`config.mk`:
```
export PLATFORM = sky130hd
export DESIGN_NAME = saturating_8bit_cpu_execute_core
export DESIGN_NICKNAME = d
export VERILOG_FILES = /design/src/rtl/sce_pkg.sv /design/src/rtl/saturating_8bit_cpu_execute_core.sv /design/src/rtl/sce_rf.sv /design/src/rtl/sce_dmem.sv /design/src/rtl/sce_alu.sv
export SDC_FILE = /design/constraint.sdc
export NUM_CORES = 1
export LEC_CHECK = 0
export ABC_AREA = 1
export BUFFER_PORTS_ARGS = -buffer_cell sky130_fd_sc_hd__buf_2
export CAP_MARGIN = 20
export CORE_MARGIN = 4
export CORE_UTILIZATION = 55
export CTS_BUF_LIST = sky130_fd_sc_hd__clkbuf_4 sky130_fd_sc_hd__clkbuf_8 sky130_fd_sc_hd__clkbuf_16
export DETAILED_ROUTE_END_ITERATION = 7
export HOLD_SLACK_MARGIN = 0.08
export PLACE_DENSITY_LB_ADDON = 0.08
export SKIP_LAST_GASP = 1
export SLEW_MARGIN = 20
export SYNTH_ARGS = -nofsm -noshare
export SYNTH_HDL_FRONTEND = slang
export SYNTH_SLANG_ARGS = --single-unit
```
`constraint.sdc`:
```
create_clock -name clk_i -period 7.18 [get_ports clk_i]
set_input_delay 1.436 -clock clk_i [delete_from_list [all_inputs] [get_ports clk_i]]
set_output_delay 1.436 -clock clk_i [all_outputs]
set_load 0.03 [all_outputs]
```
`src/rtl/sce_pkg.sv`:
```
// Shared constants, codes, request structures and helpers for the saturating execute core.
package sce_pkg;

  localparam int RegCount = 8;
  localparam int MemDepth = 64;

  localparam int CmdW     = 4;
  localparam int RegIdxW  = 3;
  localparam int AddrW    = 8;
  localparam int DataW    = 8;
  localparam int ImmW     = 16;
  localparam int RawW     = 16;

  localparam int RfAw     = (RegCount > 1) ? $clog2(RegCount) : 1;
  localparam int MemAw    = $clog2(MemDepth);
  localparam int AluSteps = DataW;
  localparam int AluCntW  = $clog2(AluSteps);

  localparam logic [DataW-1:0] SatMax = 8'h7f;
  localparam logic [DataW-1:0] SatMin = 8'h80;

  typedef enum logic [CmdW-1:0] {
    CMD_MOV_IMM = 4'd0,
    CMD_MOV_REG = 4'd1,
    CMD_MOV_IND = 4'd2,
    CMD_ADD     = 4'd3,
    CMD_SUB     = 4'd4,
    CMD_MUL     = 4'd5,
    CMD_DIV     = 4'd6,
    CMD_INC     = 4'd7,
    CMD_DEC     = 4'd8,
    CMD_LOAD    = 4'd9,
    CMD_STORE   = 4'd10,
    CMD_ROL     = 4'd11,
    CMD_ROR     = 4'd12,
    CMD_SHL     = 4'd13,
    CMD_SHR     = 4'd14,
    CMD_DISPLAY = 4'd15
  } cmd_e;

  typedef enum logic [1:0] {
    ALU_ADD = 2'd0,
    ALU_SUB = 2'd1,
    ALU_MUL = 2'd2,
    ALU_DIV = 2'd3
  } alu_op_e;

  typedef struct packed {
    logic                    start;
    alu_op_e                 op;
    logic signed [DataW-1:0] a;
    logic signed [DataW-1:0] b;
  } alu_req_t;

  typedef struct packed {
    logic               rd_en;
    logic [RegIdxW-1:0] rd_addr_a;
    logic [RegIdxW-1:0] rd_addr_b;
    logic               we;
    logic [RegIdxW-1:0] wr_addr;
    logic [DataW-1:0]   wr_data;
  } rf_req_t;

  typedef struct packed {
    logic             rd_en;
    logic             rd_zero;
    logic [AddrW-1:0] rd_addr;
    logic             we;
    logic [AddrW-1:0] wr_addr;
    logic [DataW-1:0] wr_data;
  } mem_req_t;

  function automatic logic signed [RawW-1:0] sext8(logic [DataW-1:0] v);
    return {{(RawW-DataW){v[DataW-1]}}, v};
  endfunction

endpackage

```
`src/rtl/saturating_8bit_cpu_execute_core.sv`:
```
// Top level of the saturating 8-bit execute core: sequencer, result logic and output register.
// Moves, loads, stores, rotates, shifts right, displays and a divide by zero bypass the arithmetic
//   unit; add, subtract, increment, decrement and shift left make a single add or subtract, and
//   multiply and divide run eight steps and a sign fix on the shared adder.
// One instruction is in flight at a time; a waiting result holds the next one at commit.
// Reset: asynchronous, active low; registers, memory, flags and program counter read as zero.
module saturating_8bit_cpu_execute_core (
  input  logic                               clk_i,
  input  logic                               rst_ni,
  input  logic                               in_valid_i,
  output logic                               in_ready_o,
  input  logic [sce_pkg::CmdW-1:0]           command_i,
  input  logic [sce_pkg::RegIdxW-1:0]        dest_reg_i,
  input  logic [sce_pkg::RegIdxW-1:0]        src_reg_i,
  input  logic signed [sce_pkg::ImmW-1:0]    immediate_i,
  input  logic [sce_pkg::AddrW-1:0]          mem_address_i,
  output logic                               out_valid_o,
  input  logic                               out_ready_i,
  output logic signed [sce_pkg::DataW-1:0]   shown_value_o,
  output logic [sce_pkg::AddrW-1:0]          pc_after_o,
  output logic                               overflow_flag_o,
  output logic                               underflow_flag_o,
  output logic                               carry_flag_o,
  output logic                               zero_flag_o,
  output logic                               divide_skipped_o
);
  import sce_pkg::*;

  // The sequencer walks through three states. IDLE waits for an input transaction and issues
  // the register file reads. READ has both operands, issues the data memory read and starts
  // the arithmetic unit when the command needs it. EXEC waits for the unit, then commits the
  // instruction once the output register is free or being emptied in the same cycle.
  typedef enum logic [2:0] {
    ST_IDLE = 3'b001,
    ST_READ = 3'b010,
    ST_EXEC = 3'b100
  } state_e;

  state_e                  state_q, state_d;

  cmd_e                    cmd_q;
  logic [RegIdxW-1:0]      dst_q;
  logic signed [ImmW-1:0]  imm_q;
  logic [AddrW-1:0]        maddr_q;

  logic [AddrW-1:0]        pc_q;
  logic                    of_q, uf_q, cf_q, zf_q;
  logic                    out_valid_q;
  logic [DataW-1:0]        shown_q;
  logic                    skip_q;

  rf_req_t                 rf_req;
  mem_req_t                mem_req;
  alu_req_t                alu_req;
  logic [DataW-1:0]        rf_rd_a, rf_rd_b, mem_rd;
  logic                    alu_busy;
  logic signed [RawW-1:0]  alu_res;

  logic signed [DataW-1:0] d_val, s_val;
  logic                    accept, commit;
  logic signed [RawW-1:0]  raw;
  logic                    write_dest, flags_upd, skip;
  logic                    in_byte;
  logic [DataW-1:0]        sat_val, shown_val;
  logic                    raw_of, raw_uf, raw_zf;

  assign accept     = in_valid_i && in_ready_o;
  assign in_ready_o = (state_q == ST_IDLE);
  assign commit     = (state_q == ST_EXEC) && !alu_busy && (!out_valid_q || out_ready_i);

  // The register file holds the operand pair from the acceptance read until the next one.
  assign d_val = rf_rd_a;
  assign s_val = rf_rd_b;

  always_comb begin
    state_d = state_q;
    case (state_q)
      ST_IDLE: begin
        if (accept) begin
          state_d = ST_READ;
        end
      end
      ST_READ: begin
        state_d = ST_EXEC;
      end
      ST_EXEC: begin
        if (commit) begin
          state_d = ST_IDLE;
        end
      end
      default: begin
        state_d = ST_IDLE;
      end
    endcase
  end

  always_ff @(posedge clk_i or negedge rst_ni) begin
    if (!rst_ni) begin
      state_q <= ST_IDLE;
    end else begin
      state_q <= state_d;
    end
  end

  // The decoded instruction is held for the whole transaction.
  always_ff @(posedge clk_i) begin
    if (accept) begin
      cmd_q   <= cmd_e'(command_i);
      dst_q   <= dest_reg_i;
      imm_q   <= immediate_i;
      maddr_q <= mem_address_i;
    end
  end

  // Register file: both operands are read on acceptance; the destination is written at commit.
  always_comb begin
    rf_req           = '0;
    rf_req.rd_en     = accept;
    rf_req.rd_addr_a = dest_reg_i;
    rf_req.rd_addr_b = src_reg_i;
    rf_req.we        = commit && write_dest;
    rf_req.wr_addr   = dst_q;
    rf_req.wr_data   = sat_val;
  end

  // Data memory: the indirect move takes its address from the source register, and a negative
  // address reads as zero. Loads and stores use the direct address.
  always_comb begin
    mem_req         = '0;
    mem_req.rd_en   = (state_q == ST_READ);
    mem_req.rd_zero = (cmd_q == CMD_MOV_IND) && s_val[DataW-1];
    mem_req.rd_addr = (cmd_q == CMD_MOV_IND) ? AddrW'(unsigned'(s_val)) : maddr_q;
    mem_req.we      = commit && (cmd_q == CMD_STORE);
    mem_req.wr_addr = maddr_q;
    mem_req.wr_data = s_val;
  end

  // Arithmetic requests. Increment and decrement add or subtract one, shift left adds the
  // register to itself, and a divide by zero never reaches the unit.
  always_comb begin
    alu_req       = '0;
    alu_req.op    = ALU_ADD;
    alu_req.a     = d_val;
    alu_req.b     = s_val;
    case (cmd_q)
      CMD_ADD: begin
        alu_req.start = 1'b1;
      end
      CMD_SUB: begin
        alu_req.start = 1'b1;
        alu_req.op    = ALU_SUB;
      end
      CMD_MUL: begin
        alu_req.start = 1'b1;
        alu_req.op    = ALU_MUL;
      end
      CMD_DIV: begin
        alu_req.start = (s_val != '0);
        alu_req.op    = ALU_DIV;
      end
      CMD_INC: begin
        alu_req.start = 1'b1;
        alu_req.b     = DataW'(1);
      end
      CMD_DEC: begin
        alu_req.start = 1'b1;
        alu_req.op    = ALU_SUB;
        alu_req.b     = DataW'(1);
      end
      CMD_SHL: begin
        alu_req.start = 1'b1;
        alu_req.b     = d_val;
      end
      default: begin
        alu_req.start = 1'b0;
      end
    endcase
    alu_req.start = alu_req.start && (state_q == ST_READ);
  end

  sce_rf u_rf (
    .clk_i  (clk_i),
    .rst_ni (rst_ni),
    .req_i  (rf_req),
    .rd_a_o (rf_rd_a),
    .rd_b_o (rf_rd_b)
  );

  sce_dmem u_dmem (
    .clk_i  (clk_i),
    .rst_ni (rst_ni),
    .req_i  (mem_req),
    .rd_o   (mem_rd)
  );

  sce_alu u_alu (
    .clk_i    (clk_i),
    .rst_ni   (rst_ni),
    .req_i    (alu_req),
    .busy_o   (alu_busy),
    .result_o (alu_res)
  );

  // Raw result at full precision. Stores, displays and a skipped divide leave the destination
  // alone; displays and a skipped divide also leave the flags alone.
  always_comb begin
    raw        = '0;
    write_dest = 1'b1;
    flags_upd  = 1'b1;
    skip       = 1'b0;
    case (cmd_q)
      CMD_MOV_IMM: raw = imm_q;
      CMD_MOV_REG: raw = sext8(s_val);
      CMD_MOV_IND: raw = sext8(mem_rd);
      CMD_LOAD:    raw = sext8(mem_rd);
      CMD_ADD, CMD_SUB, CMD_MUL, CMD_INC, CMD_DEC, CMD_SHL: begin
        raw = alu_res;
      end
      CMD_DIV: begin
        if (s_val == '0) begin
          skip       = 1'b1;
          write_dest = 1'b0;
          flags_upd  = 1'b0;
          raw        = sext8(d_val);
        end else begin
          raw = alu_res;
        end
      end
      CMD_STORE: begin
        write_dest = 1'b0;
        raw        = sext8(s_val);
      end
      CMD_ROL: raw = sext8({d_val[DataW-2:0], d_val[DataW-1]});
      CMD_ROR: raw = sext8({d_val[0], d_val[DataW-1:1]});
      CMD_SHR: raw = sext8({d_val[DataW-1], d_val[DataW-1:1]});
      default: begin
        write_dest = 1'b0;
        flags_upd  = 1'b0;
        raw        = sext8(s_val);
      end
    endcase
  end

  // The raw value fits a byte exactly when its upper bits all match the byte's sign bit.
  assign in_byte   = (raw[RawW-1:DataW-1] == '0) || (raw[RawW-1:DataW-1] == '1);
  assign raw_of    = !raw[RawW-1] && !in_byte;
  assign raw_uf    = raw[RawW-1] && !in_byte;
  assign raw_zf    = (raw == '0);
  assign sat_val   = in_byte ? raw[DataW-1:0] : (raw[RawW-1] ? SatMin : SatMax);
  assign shown_val = write_dest ? sat_val : raw[DataW-1:0];

  // Architectural state that doubles as the visible part of the result: the program counter and
  // the flags only change when a result is loaded into the output register.
  always_ff @(posedge clk_i or negedge rst_ni) begin
    if (!rst_ni) begin
      pc_q        <= '0;
      of_q        <= 1'b0;
      uf_q        <= 1'b0;
      cf_q        <= 1'b0;
      zf_q        <= 1'b0;
      out_valid_q <= 1'b0;
    end else begin
      if (commit) begin
        pc_q        <= pc_q + AddrW'(1);
        out_valid_q <= 1'b1;
        if (flags_upd) begin
          of_q <= raw_of;
          uf_q <= raw_uf;
          cf_q <= raw_of || raw_uf;
          zf_q <= raw_zf;
        end
      end else if (out_ready_i) begin
        out_valid_q <= 1'b0;
      end
    end
  end

  always_ff @(posedge clk_i) begin
    if (commit) begin
      shown_q <= shown_val;
      skip_q  <= skip;
    end
  end

  assign out_valid_o      = out_valid_q;
  assign shown_value_o    = shown_q;
  assign pc_after_o       = pc_q;
  assign overflow_flag_o  = of_q;
  assign underflow_flag_o = uf_q;
  assign carry_flag_o     = cf_q;
  assign zero_flag_o      = zf_q;
  assign divide_skipped_o = skip_q;

endmodule

```
`src/rtl/sce_rf.sv`:
```
// Register file with two registered read ports, one write port and per-entry valid bits.
module sce_rf (
  input  logic                   clk_i,
  input  logic                   rst_ni,
  input  sce_pkg::rf_req_t       req_i,
  output logic [sce_pkg::DataW-1:0] rd_a_o,
  output logic [sce_pkg::DataW-1:0] rd_b_o
);
  import sce_pkg::*;

  localparam int ExtW = (RfAw > RegIdxW) ? RfAw : RegIdxW;

  logic [DataW-1:0]    mem_q [RegCount];
  logic [RegCount-1:0] vld_q;
  logic [DataW-1:0]    rd_a_q, rd_b_q;
  logic [ExtW-1:0]     ra_ext, rb_ext, wa_ext;
  logic [RfAw-1:0]     ra, rb, wa;
  logic                ra_ok, rb_ok, wa_ok;

  assign ra_ext = ExtW'(req_i.rd_addr_a);
  assign rb_ext = ExtW'(req_i.rd_addr_b);
  assign wa_ext = ExtW'(req_i.wr_addr);
  assign ra     = ra_ext[RfAw-1:0];
  assign rb     = rb_ext[RfAw-1:0];
  assign wa     = wa_ext[RfAw-1:0];
  assign ra_ok  = int'(ra_ext) < RegCount;
  assign rb_ok  = int'(rb_ext) < RegCount;
  assign wa_ok  = int'(wa_ext) < RegCount;

  // Entries that were never written read as zero.
  always_ff @(posedge clk_i or negedge rst_ni) begin
    if (!rst_ni) begin
      vld_q <= '0;
    end else if (req_i.we && wa_ok) begin
      vld_q[wa] <= 1'b1;
    end
  end

  always_ff @(posedge clk_i) begin
    if (req_i.we && wa_ok) begin
      mem_q[wa] <= req_i.wr_data;
    end
  end

  always_ff @(posedge clk_i) begin
    if (req_i.rd_en) begin
      rd_a_q <= (ra_ok && vld_q[ra]) ? mem_q[ra] : '0;
      rd_b_q <= (rb_ok && vld_q[rb]) ? mem_q[rb] : '0;
    end
  end

  assign rd_a_o = rd_a_q;
  assign rd_b_o = rd_b_q;

endmodule

```
`src/rtl/sce_dmem.sv`:
```
// Data memory with one registered read port, one write port and per-entry valid bits.
module sce_dmem (
  input  logic                      clk_i,
  input  logic                      rst_ni,
  input  sce_pkg::mem_req_t         req_i,
  output logic [sce_pkg::DataW-1:0] rd_o
);
  import sce_pkg::*;

  logic [DataW-1:0]    mem_q [MemDepth];
  logic [MemDepth-1:0] vld_q;
  logic [DataW-1:0]    rd_q;
  logic [MemAw-1:0]    ra, wa;
  logic                ra_ok, wa_ok;

  assign ra    = req_i.rd_addr[MemAw-1:0];
  assign wa    = req_i.wr_addr[MemAw-1:0];
  assign ra_ok = !req_i.rd_zero && (int'(req_i.rd_addr) < MemDepth);
  assign wa_ok = int'(req_i.wr_addr) < MemDepth;

  always_ff @(posedge clk_i or negedge rst_ni) begin
    if (!rst_ni) begin
      vld_q <= '0;
    end else if (req_i.we && wa_ok) begin
      vld_q[wa] <= 1'b1;
    end
  end

  always_ff @(posedge clk_i) begin
    if (req_i.we && wa_ok) begin
      mem_q[wa] <= req_i.wr_data;
    end
  end

  always_ff @(posedge clk_i) begin
    if (req_i.rd_en) begin
      rd_q <= (ra_ok && vld_q[ra]) ? mem_q[ra] : '0;
    end
  end

  assign rd_o = rd_q;

endmodule

```
`src/rtl/sce_alu.sv`:
```
// Iterative arithmetic unit: one shared adder serves add, subtract, shift-add multiply and
// restoring divide.
module sce_alu (
  input  logic                            clk_i,
  input  logic                            rst_ni,
  input  sce_pkg::alu_req_t               req_i,
  output logic                            busy_o,
  output logic signed [sce_pkg::RawW-1:0] result_o
);
  import sce_pkg::*;

  logic                busy_q, busy_d;
  logic                fix_q, fix_d;
  logic [AluCntW-1:0]  cnt_q, cnt_d;
  alu_op_e             op_q, op_d;
  logic                neg_q, neg_d;
  logic [RawW-1:0]     acc_q, acc_d;
  logic [RawW-1:0]     opd_q, opd_d;
  logic [DataW-1:0]    sh_q, sh_d;

  logic [DataW-1:0]    abs_a, abs_b;
  logic [RawW-1:0]     add_x, add_y, add_sum, div_x;
  logic                add_sub;
  logic                last;

  assign abs_a = req_i.a[DataW-1] ? DataW'(-req_i.a) : DataW'(req_i.a);
  assign abs_b = req_i.b[DataW-1] ? DataW'(-req_i.b) : DataW'(req_i.b);
  assign div_x = {acc_q[RawW-2:0], sh_q[DataW-1]};
  assign last  = (cnt_q == AluCntW'(AluSteps - 1));

  // The one adder of the unit.
  assign add_sum = add_x + (add_sub ? ~add_y : add_y) + RawW'(add_sub);

  always_comb begin
    busy_d  = busy_q;
    fix_d   = fix_q;
    cnt_d   = cnt_q;
    op_d    = op_q;
    neg_d   = neg_q;
    acc_d   = acc_q;
    opd_d   = opd_q;
    sh_d    = sh_q;
    add_x   = acc_q;
    add_y   = opd_q;
    add_sub = 1'b0;

    if (req_i.start) begin
      busy_d = 1'b1;
      fix_d  = 1'b0;
      cnt_d  = '0;
      op_d   = req_i.op;
      neg_d  = req_i.a[DataW-1] ^ req_i.b[DataW-1];
      case (req_i.op)
        ALU_MUL: begin
          acc_d = '0;
          opd_d = RawW'(abs_a);
          sh_d  = abs_b;
        end
        ALU_DIV: begin
          acc_d = '0;
          opd_d = RawW'(abs_b);
          sh_d  = abs_a;
        end
        default: begin
          acc_d = sext8(req_i.a);
          opd_d = sext8(req_i.b);
        end
      endcase
    end else if (busy_q) begin
      case (op_q)
        ALU_ADD: begin
          acc_d  = add_sum;
          busy_d = 1'b0;
        end
        ALU_SUB: begin
          add_sub = 1'b1;
          acc_d   = add_sum;
          busy_d  = 1'b0;
        end
        ALU_MUL: begin
          if (fix_q) begin
            add_x   = '0;
            add_y   = acc_q;
            add_sub = neg_q;
            acc_d   = add_sum;
            busy_d  = 1'b0;
          end else begin
            if (sh_q[0]) begin
              acc_d = add_sum;
            end
            opd_d = opd_q << 1;
            sh_d  = sh_q >> 1;
            cnt_d = cnt_q + AluCntW'(1);
            if (last) begin
              fix_d = 1'b1;
            end
          end
        end
        ALU_DIV: begin
          if (fix_q) begin
            add_x   = '0;
            add_y   = RawW'(sh_q);
            add_sub = neg_q;
            acc_d   = add_sum;
            busy_d  = 1'b0;
          end else begin
            add_x   = div_x;
            add_sub = 1'b1;
            acc_d   = add_sum[RawW-1] ? div_x : add_sum;
            sh_d    = {sh_q[DataW-2:0], ~add_sum[RawW-1]};
            cnt_d   = cnt_q + AluCntW'(1);
            if (last) begin
              fix_d = 1'b1;
            end
          end
        end
        default: begin
          busy_d = 1'b0;
        end
      endcase
    end
  end

  always_ff @(posedge clk_i or negedge rst_ni) begin
    if (!rst_ni) begin
      busy_q <= 1'b0;
      fix_q  <= 1'b0;
      cnt_q  <= '0;
      op_q   <= ALU_ADD;
    end else begin
      busy_q <= busy_d;
      fix_q  <= fix_d;
      cnt_q  <= cnt_d;
      op_q   <= op_d;
    end
  end

  always_ff @(posedge clk_i) begin
    neg_q <= neg_d;
    acc_q <= acc_d;
    opd_q <= opd_d;
    sh_q  <= sh_d;
  end

  assign busy_o   = busy_q;
  assign result_o = acc_q;

endmodule

```
==> results.md, run 1 <==
STA:
- Setup slack on the critical path of the routed design comes to 2.188 ns.
- The worst slew margin relative to its limit is 21.08%.
- Final hold analysis gives a worst-case slack of 0.4547 ns.
- For the pin with the worst max-slew slack, the measured transition is 1.181 ns.
- The final period demand of the worst path is ~5 ns.
- The worst clock skew is approximately 0.047 ns.
- Setup violations remaining at the end of the flow were counted as 0.
- The final period utilization is 69.53%.
- The total count of max-transition violations in the final report is 0.
- Setup total negative slack on the finished layout was measured at 0 ns.
- Setup repair after global routing left no endpoint under its margin.
- Derived from the worst setup path, the maximum achievable clock frequency is about 200 MHz.
- The number of failing hold endpoints at the final stage came to 0.

Floorplanning:
- For this design the top-level I/O count stands at 61.
- The cell row count is roughly 90.
- The full die area is 67170 µm².
- Measured along the y axis, the die boundary spans about 260 µm.
- For this configuration, the core starts out at a cell density of 55.92%.
- The x dimension of the die is 259.2 µm.
- The placeable core area is 62050 µm².

Logic synthesis:
- The most used flip-flop cell after synthesis is sky130_fd_sc_hd__edfxtp_1.
- The proportion of synthesized flip-flops having asynchronous set or reset is 12.24%.
- Counting flops with a built-in enable in the synthesized netlist gives 681.
- The synthesized netlist cell count is 3200.
- For this run, the register share of the synthesized area comes to 65.79%.
- The net count after synthesis is between 3000 and 4000.
- Counting distinct cell types in the post-synthesis netlist gives 61.
- The cell area that synthesis handed to floorplanning was roughly 35000 µm².
- During synthesis, Yosys emitted a total of 0 warnings.
- Synthesis inferred 776 register bits.
- Each instance of the synthesized netlist takes up on average 10.84 µm².

Pwr:
- Power comes to 0.01390 W.
- The cell area power density is 362.8 nW/µm².
- For this design the static power due to leakage is between 10 and 15 nW.
- The peak supply drop is approximately 0.23 mV.

Cells and area:
- In the layout the commonest cells are sky130_fd_sc_hd__edfxtp_1 (681), sky130_fd_sc_hd__o21ai_0 (515), sky130_fd_sc_hd__nor2_1 (499), sky130_fd_sc_hd__nand2_1 (321), sky130_fd_sc_hd__inv_1 (233).
- The post-route netlist has around 8.8% of its cells at a drive strength greater than 1.
- The layout overhead on the synthesized area is 10.38%.
- The antenna diode count is 0.
- Leaving out fill and tap cells, the most frequent cell in the layout is sky130_fd_sc_hd__edfxtp_1.
- The post-route standard cell area excluding fillers is 38300 µm².
- At the end of the flow, the number of nets in the layout was 3248.

Setup path:
- STA classifies the critical path startpoint as a register.
- The most used cell along the critical path is sky130_fd_sc_hd__nand2_1.
- The critical path is of the reg2reg type.
- On the worst path, the slowest cell contributes a delay of ~0.52 ns.
- The arrival time of data at the critical path endpoint is 5.34 ns.
- The critical path goes through nand2_1 > clkinv_1 > nand2_1 > nand2_1 > nor2_2 > nand2_2 > nand2_2 > nand2_1 > nor2_1 > inv_1 > nor2_1 > a22oi_1 > xor2_1 > ha_1 > nand2_1 > o21ai_0 > inv_1 > o211a_1 > nand3_4 > nand3_4 > nand2_1 > nand2_1 > nand2_1 > nand2_1.
- Among all stages on the critical path, the largest delay is contributed by sky130_fd_sc_hd__nor2_1.
- The number of buffers and inverters on the critical path is 3.
- The data required time of the critical path is 7.53 ns.
- The sort of element at the end of the critical path is a register.
- On the critical path the largest part of the delay comes from simple AND/OR/NAND/NOR gates.
- The maximum net fanout on the critical path is 17.

Place:
- In this run the cell area measured after placement is ~36000 µm².
- Input and output buffers added on the ports amount to 60.
- After legalization and detailed placement, the total HPWL measured 57510 µm.
- Prior to clock tree synthesis, the placed netlist has a worst setup slack of 2.325 ns.
- The global placer's final weighted congestion is around 0.92.

Route:
- For this block, the initial DRC count from the detailed router was 3224.
- The vias after detailed routing is roughly 25000.
- The routed metal-1 wire length is 40990 µm.
- The remaining design rule violation count is 0.
- The ratio of routed vias to standard cells is 6.163.
- The routed design uses 8504 µm of met3 wire.
- The sum of routed wire length over all layers is 95100 µm.
- The number of nets with antenna violations after routing is 0.
- The uppermost layer routed is met4.
- After detailed routing, the average wire length per cell comes to 23.24 µm.
- The first-pass iteration count of the detailed router is 5.
- The total met2 wirelength after detailed routing is 43580 µm.

Flow run:
- The number of max-capacitance violations reported is 0.

CTS:
- The H-tree generated during clock tree synthesis spans 3 levels.
- The count of buffers added by post-CTS timing repair for setup is 0.
- The CTS clock-pin slew for the worst setup and hold paths is 0.06 ns.
- The later-pin clock latency in the skew report is 0.63 ns.
- The number of buffers on the longest clock path is 3.
- The number of gates resized after cts is 0.
- CTS placed an instance of sky130_fd_sc_hd__clkbuf_16 at the clock tree root.
- The number of hold buffers added after cts is 0.
- The TritonCTS clock tree is built.
- The total clock sinks is between 700 and 800.
- The number of buffers created by CTS is 80.

Run status:
- The run finished with clean final reports.

Global route:
- For this run, the total global-route usage over all layers was measured as 27.85%.
- The number of global-route vias before repair is 23820.
- The first global-routing pass estimated 144200 µm of wire.
- The overall overflow remaining after global route is 0.
- Entering global routing, the biggest net connects 209 pins.
- The initial antenna violation count is 2.

Hold path:
- The worst hold path belongs to the class reg2reg.
==> synth_stat cells (19+ instances only) <==
master / number / area (µm²)
sky130_fd_sc_hd__edfxtp_1: 681 / 20450
sky130_fd_sc_hd__o21ai_0: 517 / 2587
sky130_fd_sc_hd__nor2_1: 501 / 1881
sky130_fd_sc_hd__nand2_1: 321 / 1205
sky130_fd_sc_hd__inv_1: 233 / 874.6
sky130_fd_sc_hd__clkbuf_1: 153 / 574.3
sky130_fd_sc_hd__o22ai_1: 98 / 613.1
sky130_fd_sc_hd__dfrtp_1: 94 / 2352
sky130_fd_sc_hd__nand3_1: 88 / 440.4
sky130_fd_sc_hd__a21oi_1: 79 / 395.4
sky130_fd_sc_hd__o211ai_1: 77 / 578.1
sky130_fd_sc_hd__o221ai_1: 75 / 656.9
sky130_fd_sc_hd__xor2_1: 34 / 297.8
sky130_fd_sc_hd__buf_2: 23 / 115.1
sky130_fd_sc_hd__o21ai_1: 22 / 110.1
sky130_fd_sc_hd__nand4_1: 21 / 131.4
sky130_fd_sc_hd__ha_1: 19 / 237.7
==> final cells by class <==
type | instances | area (µm²)
tap | 837 | 1047
fill | 4972 | 23750
multi-input combinational | 1981 | 10200
clock inverter | 37 | 360.3
inverter | 252 | 952.2
sequential | 776 | 22830
timing repair buffer | 99 | 608.1
clock buffer | 110 | 2305
==> flip-flops by register name, indices dropped and copies added, names as in the netlist, 16 cells and up <==
register        flops
u_alu.opd_q        16
u_alu.result_o     16
u_rf.mem_q         64
u_dmem.mem_q      512
u_dmem.vld_q       64
imm_q              16
==> power by group <==
part           switching, W  internal, W  total [W]
Clock               0.00174      0.00244    0.00418
Sequential         0.000190      0.00548    0.00567
Combinational       0.00298      0.00106    0.00404
==> metrics by stage <==
step	cells	utilization (%)
4_1_cts	4092	61.72
3_5_place_dp	3945	57.43
2_1_floorplan	3200	-
6_report	4092	61.73
3_3_place_gp	3945	57.43
5_1_grt	4092	61.73
==> layer usage <==
metal / track usage (%) / vias to the layer above
met1: 41.65 / 12360
met3: 4.751 / 151
met2: 43.13 / 1227
li1: - / 11480
met4: 6.955 / 0
met5: 0 / -
==> path summary, 6_finish.rpt <==
| check | startpoint | to | slack (ns) | cells past startpoint |
|---|---|---|---|---|
| max in group asynchronous | rst_ni | u_dmem.vld_q[53]$_DFFE_PN0P_ | 5.11 | 2 |
| worst max register to register | cmd_q[0]$_DFFE_PP_ | u_alu.result_o[2]$_DFFE_PP_ | 2.19 | 24 |
| worst max-delay path | cmd_q[0]$_DFFE_PP_ | u_alu.result_o[2]$_DFFE_PP_ | 2.19 | 24 |
| min in group asynchronous | rst_ni | u_dmem.vld_q[13]$_DFFE_PN0P_ | 0.74 | 1 |
| worst min-delay path | u_dmem.vld_q[40]$_DFFE_PN0P_ | u_dmem.vld_q[40]$_DFFE_PN0P_ | 0.45 | 2 |
| worst min register to register | u_dmem.vld_q[40]$_DFFE_PN0P_ | u_dmem.vld_q[40]$_DFFE_PN0P_ | 0.45 | 2 |
==> cell families (layout without fill, tap and decap cells) <==
kind of cell / Yosys count / after routing / share of synthesized area [%]
XOR/XNOR: 46 / 46 / 1.161
adder cells (fa/ha/maj): 20 / 20 / 0.7428
flip-flops: 776 / 776 / 65.79
AO/OA/AOI/OAI: 936 / 936 / 15.83
buffers and inverters: 443 / 498 / 4.944
AND/OR/NAND/NOR: 979 / 979 / 11.54
==> worst min-delay path, stage by stage, from the launching register on <==
cell and delay [ns]:
sky130_fd_sc_hd__dfrtp_1 0.32, sky130_fd_sc_hd__inv_1 0.04, sky130_fd_sc_hd__o21ai_0 0.06
(Power assumes the default switching activity.)
==> run 2, diff against run 1 <==
==> constraint.sdc (replaced) <==
create_clock -name clk_i -period 5.05 [get_ports clk_i]
set_input_delay 1.01 -clock clk_i [delete_from_list [all_inputs] [get_ports clk_i]]
set_output_delay 1.01 -clock clk_i [all_outputs]
set_load 0.03 [all_outputs]
==> results.md, run 2 (synthesized netlist as in run 1, its figures left out) <==
Cells and area:
- Registers take roughly 23000 µm².
- The library cells used most frequently in the layout, excluding fill and tap cells, are sky130_fd_sc_hd__edfxtp_1 (681), sky130_fd_sc_hd__o21ai_0 (515), sky130_fd_sc_hd__nor2_1 (496), sky130_fd_sc_hd__nand2_1 (321), sky130_fd_sc_hd__inv_1 (233).
- The area occupied by multi-input gates is 10210 µm².
- The fill cell instance count of the final layout is 4974.
- The register with the most flip-flops in the final layout is u_dmem.mem_q.
- The proportion of layout cells with a drive suffix above 1 is around a tenth.
- From synthesis to final layout, the design area changed by 11.49%.
- Leaving out fill and tap cells, the most frequent cell in the layout is sky130_fd_sc_hd__edfxtp_1.
- The antenna diode count is 0.
- The largest registers in the layout are u_dmem.mem_q (512), u_dmem.vld_q (64), u_rf.mem_q (64).
- At the end of the flow, the number of nets in the layout was 3275.
- The flip-flop count of the largest register after layout is 512.
- The final instance count without filler cells is 4122.

Route:
- Wires add up to 94020 µm.
- In the final routed layout, each cell accounts on average for ~23 µm.
- The vias after detailed routing is 25320.
- Once detail routing completed, the nets flagged for antenna violations numbered 0.
- The ratio of routed vias to standard cells is 6.142.
- For this run, the detailed router's first-pass iteration total came to 8.
- For this run, design rule violations remaining after detail routing come to 0.
- For this block, the initial DRC count from the detailed router was 3216.

Pwr:
- IR analysis of the VDD net gives a maximum drop of 0.3300 mV.
- The analysis attributes to cell leakage a power of 14.16 nW.
- Dividing total power by cell area gives a power density of 516.6 nW/µm².
- The post-route total power is 0.01998 W.

Global route:
- The total routing resource utilization after global routing is 27.60%.
- The largest net degree at the start of global routing is 149.
- The first-pass GRT wire length is 143900 µm.
- After global routing the overflow that remains totals 0.
- The initial antenna violation count is 0.
- The number of global-route vias before repair was 24120.

Floorplanning:
- The initialized floorplan defines 91 standard-cell rows.
- The x dimension of the die is 259.2 µm.
- The die covers 67170 µm².
- The die span in y is 259.2 µm.
- The number of top-level design ports is 61.
- The initial core utilization is 55.92%.
- The core region is between 60000 and 70000 µm².

Setup path:
- STA classifies the critical path endpoint as a register.
- The gate family responsible for the most delay along the worst path is simple AND/OR/NAND/NOR gates.
- The worst setup path is launched from a register.
- The cell with the biggest individual delay on the critical path is sky130_fd_sc_hd__edfxtp_1.
- Data arrives at the worst endpoint at approximately 5.0 ns.
- The reg2reg setup slack is 0.46 ns.
- STA puts the critical path data required time at 5.43 ns.
- Walking the worst path, the cells encountered are nand2_1 > clkinv_1 > nand2_1 > nand2_1 > nor2_2 > nand2_2 > nand2_2 > nand2_1 > nor2_4 > inv_1 > nor2_2 > a22oi_1 > xor2_1 > ha_1 > nand2_1 > o21ai_0 > inv_1 > o211a_1 > nand3_4 > nand3_4 > nand2_1 > nand2_1 > nand2_1 > nand2_1.
- The worst stage delay on the critical path is 0.48 ns.
- The critical path in this run is classified as reg2reg.
- Along the worst path, the maximum fanout reaches 17.
- The most used cell along the critical path is sky130_fd_sc_hd__nand2_1.
- The count of buffer and inverter cells on the critical path is 3.

CTS:
- The longest clock path from root to sink contains 3 buffers.
- TritonCTS built the clock tree.
- Clock-pin slew was measured on the worst setup and hold paths at 0.07 ns.
- The number of hold buffers added after CTS was 0.
- The later-pin clock latency in the skew report is 0.63 ns.
- Clock tree synthesis found a total of 776 sinks.
- The number of levels the H-tree was split into is 3.
- The clock tree root driver cell is sky130_fd_sc_hd__clkbuf_16.
- Buffers inserted during clock tree synthesis total 81.

STA:
- Setup slack closes at ~0.46 ns.
- The total count of max-transition violations in the final report is 0.
- Based on the critical path, the design can be clocked at up to 218.0 MHz.
- The number of failing hold endpoints at the final stage is 0.
- The worst-margin pin slew is 1.183 ns.
- The worst slew margin relative to its limit is approximately a fifth.
- The tightest hold margin is approximately 0.22 ns.
- Setup repair after global routing left no endpoint under its margin.
- The clock period could shrink to 4.588 ns.
- The post-route setup TNS is 0 ns.
- The final period utilization is 90.85%.
- The setup violation total in the final timing report is 0.
- On the final layout, the worst clock skew is 0.01668 ns.

Hold path:
- The type of the most critical hold path is in2async.

Run status:
- The flow ran to the end, and the final reports show no timing, DRC or antenna violations.

Place:
- Routability-driven placement finished with a final weighted congestion of 0.9219.
- The detailed placer's ending HPWL is 57500 µm.
- The cell count after placement is 3971.
- The pre-CTS setup slack is 0.1765 ns.
- Buffers placed on the I/O ports in this run total 60.

Flow run:
- Max-cap violations in this run came to 0.
[run 2: changes by cell type in the layout (fill, tap and decap cells not counted), moves of 3 or more]
cell	change
sky130_fd_sc_hd__buf_12	+6
sky130_fd_sc_hd__buf_4	+20
sky130_fd_sc_hd__bufinv_16	+6
sky130_fd_sc_hd__clkbuf_4	-4
sky130_fd_sc_hd__clkinv_1	+7
sky130_fd_sc_hd__nor2_1	-3
[run 2: area by class of cell]
type	instances	share of cell area, %
clock inverters	48	1.404
inverters	252	2.461
repair buffers	125	2.270
multi-input cells	1981	26.40
well taps	837	2.707
clock buffers	103	5.744
flip-flops and latches	776	59.01
[run 2: worst reg2reg max path: stages, from the launching register on]
cell                       delay, ns
sky130_fd_sc_hd__edfxtp_1       0.48
sky130_fd_sc_hd__nand2_1        0.10
sky130_fd_sc_hd__clkinv_1       0.09
sky130_fd_sc_hd__nand2_1        0.08
sky130_fd_sc_hd__nand2_1        0.08
sky130_fd_sc_hd__nor2_2         0.14
sky130_fd_sc_hd__nand2_2        0.11
sky130_fd_sc_hd__nand2_2        0.23
sky130_fd_sc_hd__nand2_1        0.17
sky130_fd_sc_hd__nor2_4         0.23
sky130_fd_sc_hd__inv_1          0.19
sky130_fd_sc_hd__nor2_2         0.25
sky130_fd_sc_hd__a22oi_1        0.13
sky130_fd_sc_hd__xor2_1         0.16
sky130_fd_sc_hd__ha_1           0.38
sky130_fd_sc_hd__nand2_1        0.13
sky130_fd_sc_hd__o21ai_0        0.26
sky130_fd_sc_hd__inv_1          0.09
sky130_fd_sc_hd__o211a_1        0.27
sky130_fd_sc_hd__nand3_4        0.23
sky130_fd_sc_hd__nand3_4        0.23
sky130_fd_sc_hd__nand2_1        0.14
sky130_fd_sc_hd__nand2_1        0.06
sky130_fd_sc_hd__nand2_1        0.05
sky130_fd_sc_hd__nand2_1        0.05
[run 2: worst paths after layout]
| path | startpoint | endpoint | cells after the start |
|---|---|---|---|
| worst min register to register | u_dmem.vld_q[52]$_DFFE_PN0P_ | u_dmem.vld_q[52]$_DFFE_PN0P_ | 2 |
| worst max-delay path | cmd_q[0]$_DFFE_PP_ | u_alu.result_o[2]$_DFFE_PP_ | 24 |
| max in group asynchronous | rst_ni | u_dmem.vld_q[28]$_DFFE_PN0P_ | 2 |
| min in group clk_i | u_dmem.vld_q[52]$_DFFE_PN0P_ | u_dmem.vld_q[52]$_DFFE_PN0P_ | 2 |
| worst min-delay path | rst_ni | pc_after_o[5]$_DFFE_PN0P_ | 1 |
| worst max register to register | cmd_q[0]$_DFFE_PP_ | u_alu.result_o[2]$_DFFE_PP_ | 24 |
[run 2: timing repair]
item,CTS,global route
setup endpoints to repair,0,17
setup buffers,0,0
gates resized for setup,0,3
[run 2: layer usage]
| layer | up-vias | GRT usage (%) | share of wire (%) |
|---|---|---|---|
| li1 | 11550 | - | - |
| met1 | 12430 | 41.28 | 44 |
| met2 | 1147 | 42.43 | 45 |
| met3 | 189 | 4.351 | 8.2 |
| met4 | 0 | 7.960 | 2.7 |
| met5 | - | 0 | 0 |
[run 2: power breakdown]
group,total (W),switching [W],internal [W]
Combinational,0.00577,0.00421,0.00156
Sequential,0.00806,0.000258,0.00780
Clock,0.00616,0.00247,0.00369
[run 2: metrics by stage]
| stage | utilization [%] | instance area (µm²) |
|---|---|---|
| 2_1_floorplan | - | 34700 |
| 3_3_place_gp | 57.86 | 35910 |
| 6_report | 62.34 | 38690 |
| 5_1_grt | 62.34 | 38690 |
| 4_1_cts | 62.32 | 38670 |
| 3_5_place_dp | 57.86 | 35910 |
